File: src/hdl/biou_pkg.sv
// Shared widths, constants and types for the box overlap ratio block.
// No dependencies; used by biou_div and box_intersection_over_union_top.
`timescale 1ns / 1ps
`default_nettype none

package biou_pkg;

  // Field widths at the ports
  localparam int COORD_W = 16;   // signed corner coordinate, Q.4
  localparam int SIZE_W  = 15;   // unsigned width or height, Q.4
  localparam int RATIO_W = 17;   // unsigned Q1.16 result

  // Internal widths
  localparam int EDGE_W  = COORD_W + 1;     // corner plus size, signed
  localparam int DIFF_W  = EDGE_W + 1;      // overlap extent before clamping
  localparam int AREA_W  = 2 * SIZE_W;      // product of two extents, Q.8
  localparam int UNION_W = AREA_W + 1;      // sum of two areas less overlap
  localparam int FRAC_W  = RATIO_W - 1;     // fraction bits of the result

  // One quotient bit per divider stage
  localparam int DIV_STAGES = RATIO_W;

  // Exactly one in Q1.16
  localparam logic [RATIO_W-1:0] RATIO_ONE = RATIO_W'(1) << FRAC_W;

  // Beat handed from the area stages to the divider
  typedef struct packed {
    logic [AREA_W-1:0]  inter;
    logic [UNION_W-1:0] uni;
  } biou_div_req_t;

endpackage

`default_nettype wire

File: src/hdl/biou_div.sv
// Pipelined restoring divider: floor(inter * 2^16 / uni), one quotient bit per stage.
// Depends on biou_pkg.
`timescale 1ns / 1ps
`default_nettype none

module biou_div (
  input  logic                              clk,
  input  logic                              rst_n,
  input  logic                              in_valid,
  output logic                              in_stall,
  input  biou_pkg::biou_div_req_t           in_req,
  output logic                              out_valid,
  input  logic                              out_stall,
  output logic [biou_pkg::RATIO_W-1:0]      out_ratio
);

  localparam int LAST = biou_pkg::DIV_STAGES - 1;

  // Per-stage registers
  logic                             vld_r [0:LAST];
  logic [biou_pkg::UNION_W-1:0]     rem_r [0:LAST];
  logic [biou_pkg::UNION_W-1:0]     dvs_r [0:LAST];
  logic [biou_pkg::RATIO_W-1:0]     quo_r [0:LAST];
  logic                             zer_r [0:LAST];

  logic                             vld_nxt [0:LAST];
  logic [biou_pkg::UNION_W-1:0]     rem_nxt [0:LAST];
  logic [biou_pkg::UNION_W-1:0]     dvs_nxt [0:LAST];
  logic [biou_pkg::RATIO_W-1:0]     quo_nxt [0:LAST];
  logic                             zer_nxt [0:LAST];

  logic                             adv [0:LAST];
  logic [biou_pkg::UNION_W:0]       rsh [0:LAST];
  logic [biou_pkg::UNION_W:0]       dif [0:LAST];
  logic [biou_pkg::UNION_W-1:0]     num0;
  logic                             ge0;

  // Advance chain: a stage loads when it is empty or its successor moves
  always_comb begin
    adv[LAST] = !vld_r[LAST] || !out_stall;
    for (int k = LAST - 1; k >= 0; k--) begin
      adv[k] = !vld_r[k] || adv[k + 1];
    end
  end

  assign in_stall = !adv[0];

  // First stage: integer quotient bit, overlap never exceeds union
  assign num0 = {1'b0, in_req.inter};
  assign ge0  = num0 >= in_req.uni;

  always_comb begin
    vld_nxt[0] = in_valid;
    dvs_nxt[0] = in_req.uni;
    zer_nxt[0] = (in_req.uni == '0);
    rem_nxt[0] = ge0 ? (num0 - in_req.uni) : num0;
    quo_nxt[0] = {{(biou_pkg::RATIO_W - 1){1'b0}}, ge0};
    rsh[0]     = '0;
    dif[0]     = '0;
    // Fraction stages: shift the remainder, compare, restore
    for (int k = 1; k <= LAST; k++) begin
      rsh[k]     = {rem_r[k - 1], 1'b0};
      dif[k]     = rsh[k] - {1'b0, dvs_r[k - 1]};
      vld_nxt[k] = vld_r[k - 1];
      dvs_nxt[k] = dvs_r[k - 1];
      zer_nxt[k] = zer_r[k - 1];
      if (rsh[k] >= {1'b0, dvs_r[k - 1]}) begin
        rem_nxt[k] = dif[k][biou_pkg::UNION_W-1:0];
        quo_nxt[k] = {quo_r[k - 1][biou_pkg::RATIO_W-2:0], 1'b1};
      end else begin
        rem_nxt[k] = rsh[k][biou_pkg::UNION_W-1:0];
        quo_nxt[k] = {quo_r[k - 1][biou_pkg::RATIO_W-2:0], 1'b0};
      end
    end
    // Empty union gives zero
    if (zer_r[LAST - 1]) begin
      quo_nxt[LAST] = '0;
    end
  end

  // Valid bits, cleared by reset
  always_ff @(posedge clk) begin
    for (int k = 0; k <= LAST; k++) begin
      if (!rst_n) begin
        vld_r[k] <= 1'b0;
      end else if (adv[k]) begin
        vld_r[k] <= vld_nxt[k];
      end
    end
  end

  // Payload registers
  always_ff @(posedge clk) begin
    for (int k = 0; k <= LAST; k++) begin
      if (adv[k]) begin
        rem_r[k] <= rem_nxt[k];
        dvs_r[k] <= dvs_nxt[k];
        quo_r[k] <= quo_nxt[k];
        zer_r[k] <= zer_nxt[k];
      end
    end
  end

  assign out_valid = vld_r[LAST];
  assign out_ratio = quo_r[LAST];

`ifndef SYNTH
  // An empty union must carry no overlap
  a_zero_union: assert property (@(posedge clk) disable iff (!rst_n)
    in_valid && (in_req.uni == '0) |-> in_req.inter == '0)
    else $error("biou_div: empty union with nonzero overlap");

  // Partial remainder stays below the divisor
  a_rem_bound: assert property (@(posedge clk) disable iff (!rst_n)
    vld_r[LAST] && !zer_r[LAST] |-> rem_r[LAST] < dvs_r[LAST])
    else $error("biou_div: remainder not below divisor");

  // Ratio never exceeds one
  a_ratio_max: assert property (@(posedge clk) disable iff (!rst_n)
    out_valid |-> out_ratio <= biou_pkg::RATIO_ONE)
    else $error("biou_div: ratio above one");
`endif

endmodule

`default_nettype wire

File: src/hdl/box_intersection_over_union_top.sv
// Intersection over union of two axis-aligned boxes, Q1.16 result.
// Geometry and area stages here; division in biou_div. Depends on biou_pkg.
//
// Usage:
//   Input channel in_*: one beat carries both boxes (corner x/y signed Q.4,
//   width/height unsigned Q.4). Taken at a clock edge with in_valid high
//   and in_stall low.
//   Output channel out_*: one beat per input beat, out_overlap_ratio is
//   floor(65536 * intersection / union); zero for disjoint or touching
//   boxes and for an empty union. Taken with out_valid high, out_stall low.
//   Pipeline: 4 geometry and area stages, then 17 divider stages, one
//   quotient bit each; a beat's result is registered through them in that
//   order.
//   Throughput: one beat per cycle while out_stall stays low; the 17-stage divider is fully pipelined.
//   Stall: every stage holds while its successor is full and stalled; empty
//   stages keep filling, so input is refused only when all 21 stages hold
//   beats and out_stall is high. Results are never dropped or repeated.
//   Reset: synchronous rst_n clears all valid bits; no other state is kept
//   between beats.
`timescale 1ns / 1ps
`default_nettype none

module box_intersection_over_union_top (
  input  logic                                 clk,
  input  logic                                 rst_n,
  input  logic                                 in_valid,
  output logic                                 in_stall,
  input  logic signed [biou_pkg::COORD_W-1:0]  in_first_left,
  input  logic signed [biou_pkg::COORD_W-1:0]  in_first_top,
  input  logic        [biou_pkg::SIZE_W-1:0]   in_first_width,
  input  logic        [biou_pkg::SIZE_W-1:0]   in_first_height,
  input  logic signed [biou_pkg::COORD_W-1:0]  in_second_left,
  input  logic signed [biou_pkg::COORD_W-1:0]  in_second_top,
  input  logic        [biou_pkg::SIZE_W-1:0]   in_second_width,
  input  logic        [biou_pkg::SIZE_W-1:0]   in_second_height,
  output logic                                 out_valid,
  input  logic                                 out_stall,
  output logic        [biou_pkg::RATIO_W-1:0]  out_overlap_ratio
);

  // Stage 1: overlap start and both box ends
  logic                                f1_vld_r;
  logic signed [biou_pkg::COORD_W-1:0] f1_lo_x_r, f1_lo_y_r;
  logic signed [biou_pkg::EDGE_W-1:0]  f1_ae_x_r, f1_be_x_r, f1_ae_y_r, f1_be_y_r;
  logic [biou_pkg::SIZE_W-1:0]         f1_aw_r, f1_ah_r, f1_bw_r, f1_bh_r;

  logic signed [biou_pkg::COORD_W-1:0] f1_lo_x_nxt, f1_lo_y_nxt;
  logic signed [biou_pkg::EDGE_W-1:0]  f1_ae_x_nxt, f1_be_x_nxt, f1_ae_y_nxt, f1_be_y_nxt;

  // Stage 2: clamped overlap extents
  logic                                f2_vld_r;
  logic [biou_pkg::SIZE_W-1:0]         f2_ext_x_r, f2_ext_y_r;
  logic [biou_pkg::SIZE_W-1:0]         f2_aw_r, f2_ah_r, f2_bw_r, f2_bh_r;

  logic signed [biou_pkg::EDGE_W-1:0]  f2_hi_x, f2_hi_y;
  logic signed [biou_pkg::DIFF_W-1:0]  f2_dx, f2_dy;
  logic [biou_pkg::SIZE_W-1:0]         f2_ext_x_nxt, f2_ext_y_nxt;

  // Stage 3: areas
  logic                                f3_vld_r;
  logic [biou_pkg::AREA_W-1:0]         f3_inter_r, f3_area_a_r, f3_area_b_r;

  // Stage 4: union, handed to the divider
  logic                                f4_vld_r;
  biou_pkg::biou_div_req_t             f4_req_r;
  biou_pkg::biou_div_req_t             f4_req_nxt;

  logic adv1, adv2, adv3, adv4;
  logic div_stall;

  // Advance chain through the front stages
  assign adv4     = !f4_vld_r || !div_stall;
  assign adv3     = !f3_vld_r || adv4;
  assign adv2     = !f2_vld_r || adv3;
  assign adv1     = !f1_vld_r || adv2;
  assign in_stall = !adv1;

  // Stage 1 logic: larger start, both ends
  assign f1_lo_x_nxt = (in_first_left > in_second_left) ? in_first_left : in_second_left;
  assign f1_lo_y_nxt = (in_first_top > in_second_top) ? in_first_top : in_second_top;
  assign f1_ae_x_nxt = $signed({in_first_left[biou_pkg::COORD_W-1], in_first_left})
                     + $signed({2'b00, in_first_width});
  assign f1_be_x_nxt = $signed({in_second_left[biou_pkg::COORD_W-1], in_second_left})
                     + $signed({2'b00, in_second_width});
  assign f1_ae_y_nxt = $signed({in_first_top[biou_pkg::COORD_W-1], in_first_top})
                     + $signed({2'b00, in_first_height});
  assign f1_be_y_nxt = $signed({in_second_top[biou_pkg::COORD_W-1], in_second_top})
                     + $signed({2'b00, in_second_height});

  // Stage 2 logic: smaller end, extent, zero when disjoint
  assign f2_hi_x = (f1_ae_x_r < f1_be_x_r) ? f1_ae_x_r : f1_be_x_r;
  assign f2_hi_y = (f1_ae_y_r < f1_be_y_r) ? f1_ae_y_r : f1_be_y_r;
  assign f2_dx   = $signed({f2_hi_x[biou_pkg::EDGE_W-1], f2_hi_x})
                 - $signed({{2{f1_lo_x_r[biou_pkg::COORD_W-1]}}, f1_lo_x_r});
  assign f2_dy   = $signed({f2_hi_y[biou_pkg::EDGE_W-1], f2_hi_y})
                 - $signed({{2{f1_lo_y_r[biou_pkg::COORD_W-1]}}, f1_lo_y_r});
  // A non-negative extent is at most the smaller size, so it fits SIZE_W
  assign f2_ext_x_nxt = f2_dx[biou_pkg::DIFF_W-1] ? '0 : f2_dx[biou_pkg::SIZE_W-1:0];
  assign f2_ext_y_nxt = f2_dy[biou_pkg::DIFF_W-1] ? '0 : f2_dy[biou_pkg::SIZE_W-1:0];

  // Stage 4 logic: union of the two areas
  always_comb begin
    f4_req_nxt.inter = f3_inter_r;
    f4_req_nxt.uni   = {1'b0, f3_area_a_r} + {1'b0, f3_area_b_r} - {1'b0, f3_inter_r};
  end

  // Valid bits
  always_ff @(posedge clk) begin
    if (!rst_n) begin
      f1_vld_r <= 1'b0;
      f2_vld_r <= 1'b0;
      f3_vld_r <= 1'b0;
      f4_vld_r <= 1'b0;
    end else begin
      if (adv1) f1_vld_r <= in_valid;
      if (adv2) f2_vld_r <= f1_vld_r;
      if (adv3) f3_vld_r <= f2_vld_r;
      if (adv4) f4_vld_r <= f3_vld_r;
    end
  end

  // Payload registers
  always_ff @(posedge clk) begin
    if (adv1) begin
      f1_lo_x_r <= f1_lo_x_nxt;
      f1_lo_y_r <= f1_lo_y_nxt;
      f1_ae_x_r <= f1_ae_x_nxt;
      f1_be_x_r <= f1_be_x_nxt;
      f1_ae_y_r <= f1_ae_y_nxt;
      f1_be_y_r <= f1_be_y_nxt;
      f1_aw_r   <= in_first_width;
      f1_ah_r   <= in_first_height;
      f1_bw_r   <= in_second_width;
      f1_bh_r   <= in_second_height;
    end
    if (adv2) begin
      f2_ext_x_r <= f2_ext_x_nxt;
      f2_ext_y_r <= f2_ext_y_nxt;
      f2_aw_r    <= f1_aw_r;
      f2_ah_r    <= f1_ah_r;
      f2_bw_r    <= f1_bw_r;
      f2_bh_r    <= f1_bh_r;
    end
    // Three independent 15x15 products, operands widened to the area width
    if (adv3) begin
      f3_inter_r  <= {{biou_pkg::SIZE_W{1'b0}}, f2_ext_x_r}
                   * {{biou_pkg::SIZE_W{1'b0}}, f2_ext_y_r};
      f3_area_a_r <= {{biou_pkg::SIZE_W{1'b0}}, f2_aw_r}
                   * {{biou_pkg::SIZE_W{1'b0}}, f2_ah_r};
      f3_area_b_r <= {{biou_pkg::SIZE_W{1'b0}}, f2_bw_r}
                   * {{biou_pkg::SIZE_W{1'b0}}, f2_bh_r};
    end
    if (adv4) begin
      f4_req_r <= f4_req_nxt;
    end
  end

  // Quotient pipeline
  biou_div u_div (
    .clk       (clk),
    .rst_n     (rst_n),
    .in_valid  (f4_vld_r),
    .in_stall  (div_stall),
    .in_req    (f4_req_r),
    .out_valid (out_valid),
    .out_stall (out_stall),
    .out_ratio (out_overlap_ratio)
  );

`ifndef SYNTH
  // Input is refused only when the output end is blocked
  a_stall_source: assert property (@(posedge clk) disable iff (!rst_n)
    in_stall |-> out_valid && out_stall)
    else $error("box_iou: input stalled without output backpressure");

  // Overlap area never exceeds either box area
  a_inter_a: assert property (@(posedge clk) disable iff (!rst_n)
    f3_vld_r |-> f3_inter_r <= f3_area_a_r)
    else $error("box_iou: overlap larger than first box");

  a_inter_b: assert property (@(posedge clk) disable iff (!rst_n)
    f3_vld_r |-> f3_inter_r <= f3_area_b_r)
    else $error("box_iou: overlap larger than second box");
`endif

endmodule

`default_nettype wire

File: config.mk
export PLATFORM = sky130hd
export DESIGN_NAME = box_intersection_over_union_top
export DESIGN_NICKNAME = d
export VERILOG_FILES = /design/src/hdl/biou_pkg.sv /design/src/hdl/biou_div.sv /design/src/hdl/box_intersection_over_union_top.sv
export SDC_FILE = /design/constraint.sdc
export NUM_CORES = 2
export LEC_CHECK = 0
export ABC_AREA = 1
export BUFFER_PORTS_ARGS = -buffer_cell sky130_fd_sc_hd__clkbuf_2
export CAP_MARGIN = 20
export CORE_MARGIN = 4
export CORE_UTILIZATION = 55
export DETAILED_ROUTE_END_ITERATION = 10
export GPL_ROUTABILITY_DRIVEN = 0
export PLACE_DENSITY = 0.71
export SLEW_MARGIN = 30
export SYNTH_ARGS = -nofsm -noshare
export SYNTH_HDL_FRONTEND = slang
export SYNTH_SLANG_ARGS = --single-unit
File: constraint.sdc
create_clock -name clk -period 9.3 [get_ports clk]
set_input_delay 0.93 -clock clk [delete_from_list [all_inputs] [get_ports clk]]
set_output_delay 0.93 -clock clk [all_outputs]
set_load 0.1 [all_outputs]
== Word-level counts from Yosys, hierarchy flattened ==
Memories as Yosys holds them, arrays and structs flattened.
Cells that the tools add are included.

* Bits in registers: 405
* Memory bits (writable): 1377
* Bits of input ports: 128
* Output and inout bits: 19
* Memories: 5

* $add $sub $neg: 25
* Multiply operators: 3
* $lt $le $gt $ge: 21
* Multiplexer cells: 124
* Bitwise logic cells: 17
* Reduce and logical (&&, ||, !) cells: 45

{| class="wikitable"
|+ Memory list
! memory !! words !! bits a word !! read ports !! clocked after Yosys merged registers in !! write ports !! RTL line !! text
|-
| u_div.dvs_r || 17 || 31 || 16 || 0 || 17 || biou_div.sv:22 || <nowiki>logic [biou_pkg::UNION_W-1:0] dvs_r [0:LAST];</nowiki>
|-
| u_div.rem_r || 17 || 31 || 16 || 0 || 17 || biou_div.sv:21 || <nowiki>logic [biou_pkg::UNION_W-1:0] rem_r [0:LAST];</nowiki>
|-
| u_div.quo_r || 17 || 17 || 17 || 0 || 17 || biou_div.sv:23 || <nowiki>logic [biou_pkg::RATIO_W-1:0] quo_r [0:LAST];</nowiki>
|-
| u_div.vld_r || 17 || 1 || 17 || 0 || 17 || biou_div.sv:20 || <nowiki>logic vld_r [0:LAST];</nowiki>
|-
| u_div.zer_r || 17 || 1 || 16 || 0 || 17 || biou_div.sv:24 || <nowiki>logic zer_r [0:LAST];</nowiki>
|}

{| class="wikitable"
|+ Operator list
! operator !! count
|-
| $mux 31 || 17
|-
| $ge 32x31->1 || 16
|-
| $sub 31x31->31 || 16
|-
| $mux 1 || 102
|-
| $mul 15x15->30 || 3
|-
| $add 16x16->17 || 4
|-
| $mux 17 || 3
|-
| $sub 17x16->18 || 2
|-
| $lt 17x17->1 || 2
|-
| $gt 16x16->1 || 2
|-
| $mux 16 || 2
|-
| $add 30x30->31 || 1
|-
| $ge 30x31->1 || 1
|-
| $logic_not 31->1 || 1
|-
| $sub 30x31->31 || 1
|-
| $sub 31x30->31 || 1
|-
| $logic_not 1->1 || 23
|-
| $logic_or 1x1->1 || 21
|-
| $or 1x1->1 || 17
|}

== Depth between registers and ports, before layout ==
An unclocked memory read counts as a cell.

* Depth after elaboration: 24
* Mapped depth: 27
* Mapped depth without buffers: 26

== Cells and area by module ==
From an unflattened synthesis, not the netlist that was laid out.

* Cell total of the unflattened synthesis: 13209
* Area, all modules: 118655.0 µm²

{| class="wikitable"
|+ Modules (own cells, without submodules)
! module !! instances !! cells an instance !! area an instance (µm²) !! seq. area each (µm²)
|-
| biou_div || 1 || 7655 || 72159.2 || 35363.9
|-
| box_intersection_over_union_top || 1 || 5554 || 46495.8 || 12121.6
|}

== Worst setup path before layout ==
OpenSTA, ideal clock, no wires.

* Path kind: register to output
* Start point: mem u_div.vld_r[16]
* End point: out in_stall
* Arrival: 9360 ps
* Data required time: 8370 ps
* Path slack: -990 ps
* Cell stages (with the launch flop): 13
* Path buffers: 0
* Cell sequence: dfxtp_1 -> nand2_2 -> nor2_4 -> nand4_4 -> nor2_4 -> nand4_4 -> nor2_4 -> nand4_4 -> nor2_4 -> nand4_4 -> nor2_4 -> nand4_4 -> inv_1

{| class="wikitable"
|+ RTL lines
! item !! RTL line !! text
|-
| from (decl) || biou_div.sv:20 ||
|-
| to (decl) || box_intersection_over_union_top.sv:27 || <nowiki>output logic in_stall,</nowiki>
|}

== Worst setup path in the final report ==
* Start point: reg f2_ext_x_r[13] (netlist bit)
* End point: reg f3_inter_r[26] (netlist bit), data pin

* Cells in the longest elaborated chain, start to end: 1

{| class="wikitable"
|+ Ends and longest elaborated chain
! item !! RTL line !! text
|-
| from (decl) || box_intersection_over_union_top.sv:52 || <nowiki>logic [biou_pkg::SIZE_W-1:0] f2_ext_x_r, f2_ext_y_r;</nowiki>
|-
| from (signal assigned) || box_intersection_over_union_top.sv:137 || <nowiki>f2_ext_x_r <= f2_ext_x_nxt;</nowiki>
|-
| $mul 15x15->30 || box_intersection_over_union_top.sv:147 || <nowiki>* {{biou_pkg::SIZE_W{1'b0}}, f2_ext_y_r};</nowiki>
|-
| to (signal assigned) || box_intersection_over_union_top.sv:146 || <nowiki>f3_inter_r <= {{biou_pkg::SIZE_W{1'b0}}, f2_ext_x_r}</nowiki>
|-
| to (decl) || box_intersection_over_union_top.sv:61 || <nowiki>logic [biou_pkg::AREA_W-1:0] f3_inter_r, f3_area_a_r, f3_area_b_r;</nowiki>
|}

Every way passes these cells.
A chain may end at the register's enable or synchronous reset.

==> results.py <==
metrics = {
    "status": {
        "outcome": "complete, no violations",
    },
    "drt": {
        "avgRoutedWirePerCell_um": 18.8,
        "drt_iter0_markers": 7482,
        "drcViolationCount": 0,
        "vias": 84622,
        "antenna_left": 0,
        "dr.pass1.iters": 8,
        "vias_per_cell": 5.58,
        "drt-total-wl_um": 285000,
    },
    "clock_network": {
        "cts_root_buf": "clkbuf_16",
        "ctsLongestPathBuffers": 3,
        "cts_hold_buffers": 0,
        "insertion_delay_ns": 0.83,
        "cts_tree": "done",
        "post_cts_buffers": 0,
        "clk_pin_slew_ns": 0.06,
        "cts_sinks": 1583,
        "cts_resized": 0,
        "cts_inserted_buffers": 169,
        "htreeDepth": 4,
    },
    "synth": {
        "synth_area_leaders": "edfxtp_1 42%, ha_1 11%, fa_1 9.7%",
        "synth_top_area_share_pct": 41.6,
        "ys_seq_area_share_pct": 41.7,
        "synth_area_um2": 114000,
        "syn_inst": 12201,
        "yosys_warnings": 0,
        "synth_area_leader_cell": "edfxtp_1",
        "ys_seq_elements": 1583,
        "synth.avg_cell_area_um2": 9.34,
        "synth_nets": 13878,
        "netlist-cell-type-count": 60,
    },
    "global_routing": {
        "first_global_vias": 83983,
        "grt_use_total_pct": 26.2,
        "grt_start_max_net_pins": 161,
        "grt_pass1_wl_um": 448000,
        "antenna_found_initial": 21,
        "grt_overflow_total": 0,
    },
    "timing": {
        "fmax_mhz": 157,
        "period_share_pct": 68.3,
        "final.setup_skew_ns": 0.0613,
        "tightest_slew_ns": 1.06,
        "layout_min_cycle_time_ns": 6.36,
        "tns_ns": 0,
        "grt_setup_unrepaired": "no",
        "setup_viol": 0,
        "max-slew-margin-rel_pct": 28.6,
        "drv_slew": 0,
        "hold_viol_final": 0,
    },
    "die": {
        "io_pins": 147,
        "coreArea_um2": 205000,
        "die-area_um2": 215000,
        "die_height_um": 463,
        "rows": 166,
        "die_x_um": 463,
        "start_util_pct": 55.5,
    },
    "worst_setup_path": {
        "cp.required_ns": 9.83,
        "cp.arrival_ns": 6.89,
        "crit_path_end_kind": "flip-flop",
        "critical_path_class": "reg2reg",
        "r2r_cells": 22,
        "start_kind": "flip-flop",
        "critical_path.max_fanout": 15,
    },
    "cells_and_area": {
        "syn2layout_area_growth_pct": 7.83,
        "final_nets": 13998,
        "drive_gt1_share_pct": 6.14,
    },
    "placed_design": {
        "numPortBuffers": 146,
        "dp_hpwl_um": 229000,
    },
    "flow_run": {
        "max-cap-violations": 0,
    },
    "worst_hold_path": {
        "holdPathStages": 1,
        "min_path_type": "in2reg",
    },
}
-- metal layers --
metal	up-vias	track usage (%)	part of all wire, %	wire length, um
li1	40172	-	-	-
met1	40257	32.7	39	113000
met2	3407	44.3	48	136000
met3	774	4.94	7.7	22000
met4	12	11.9	5.1	14400
met5	-	0	0.030	86
-- critical path, cell delays in order, from the launching register on --
cell and delay [ns]:
edfxtp_1 0.64, nand2_1 0.14, inv_1 0.08, fa_1 0.56, inv_1 0.07, fa_1 0.54
inv_1 0.05, fa_1 0.50, fa_1 0.51, fa_1 0.49, inv_1 0.05, fa_1 0.48
inv_1 0.04, ha_1 0.34, nand2_1 0.11, nor2_1 0.25, nand4_1 0.12, o21ai_0 0.37
a21boi_0 0.22, nor3_1 0.25, nand2_1 0.12, nand3_1 0.09, nand2_1 0.05
-- path summary, 6_finish.rpt --
check                                startpoint                       endpoint  slack, ns
setup / recovery   f2_ext_x_r[13]$_SDFFCE_PP0P_       f3_inter_r[26]$_DFFE_PP_       2.94
hold / removal              in_second_height[6]           f1_bh_r[6]$_DFFE_PN_       0.31
hold reg to reg   u_div.quo_r[0][124]$_DFFE_PP_  u_div.quo_r[0][142]$_DFFE_PP_       0.41
setup reg to reg   f2_ext_x_r[13]$_SDFFCE_PP0P_       f3_inter_r[26]$_DFFE_PP_       2.94
-- sequential cells by signal, indices dropped and copies added, names as in the netlist, 16 cells and up --
signal	count
u_div.zer_r	16
u_div.dvs_r	496
f1_be_y_r	17
f3_inter_r	30
u_div.quo_r	153
u_div.rem_r	496
u_div.vld_r	17
f1_lo_x_r	16
f1_ae_x_r	17
f1_ae_y_r	17
f3_area_a_r	30
f1_be_x_r	17
f4_req_r	61
f1_lo_y_r	16
f3_area_b_r	30
-- area by class of cell --
type,instances,area (um^2)
multi-input combinational,7892,55800
clock inverter,113,1430
sequential,1583,47500
inverter,2508,9430
tap,2688,3360
timing repair buffer,167,923
clock buffer,196,4400
antenna,5,12.5
fill,16799,82500
-- cells by family (layout without fill, tap and decap cells) --
group | count (synthesis) | after routing | share of synthesized area, %
and+or+nand+nor | 3716 | 3716 | 13.7
buffers and inverters | 2726 | 2984 | 9.44
AOI/OAI and AO/OA | 2087 | 2087 | 10.4
DFF | 1583 | 1583 | 41.7
adders and majority gates | 1549 | 1549 | 20.6
xor gates and xnor gates | 540 | 540 | 4.15
other | 0 | 5 | 0
-- stage by stage --
stage                     area [um^2]  utilization (%)  setup slack [ns]  hold WS [ns]  std cells
final                          123000             59.8              2.94         0.305      15152
after global routing           123000             59.8              2.61         0.253      15147
after CTS                      123000             59.8              3.02         0.227      15147
after detailed placement       117000             57.0              3.07         0.405      14838
after global placement         117000             56.9              3.07         0.402      14838
after floorplan                114000                -            -0.581         0.400      12201
-- Yosys cell counts, drive strengths merged --
cell,count
nand2,2560
inv,2508
edfxtp,1578
ha,996
a21oi,909
o21ai,744
nor2,574
fa,553
nand3,302
xnor2,293
xor2,247
a31oi,137
clkbuf,117
buf,101
nor3,90
a21o,85
nand4,59
nor4,59
a21boi,48
o21bai,48
or2,48
o211ai,40
a211oi,22
nand3b,15
o21a,13
a221oi,10
o221ai,8
o31ai,7
dfxtp,5
o2111ai,5
and2,3
nor3b,3
o311ai,3
a2111oi,2
and3,2
o211a,2
o221a,2
a22oi,1
a31o,1
nor4b,1
-- cell usage in the layout, fill, tap and decap left out, types with 85 or more instances in the layout --
cell type  synthesis  routed
a21oi_1          904     904
clkbuf_2           5     145
inv_1           2493    2485
nand2_1         2442    2436
a31oi_1          137     137
nor2_1           569     569
o21ai_2          103     105
clkbuf_16          0     171
o21ai_0          495     495
nand3_1          285     285
xnor2_1          293     292
xor2_1           247     245
o21ai_1          146     144
fa_1             553     553
nor3_1            90      90
nand2_2          100     101
a21o_1            85      85
edfxtp_1        1578    1578
ha_1             996     996
Power is not shown: default switching activity piles up to over one toggle a cycle in this logic, so the estimate is an artifact.
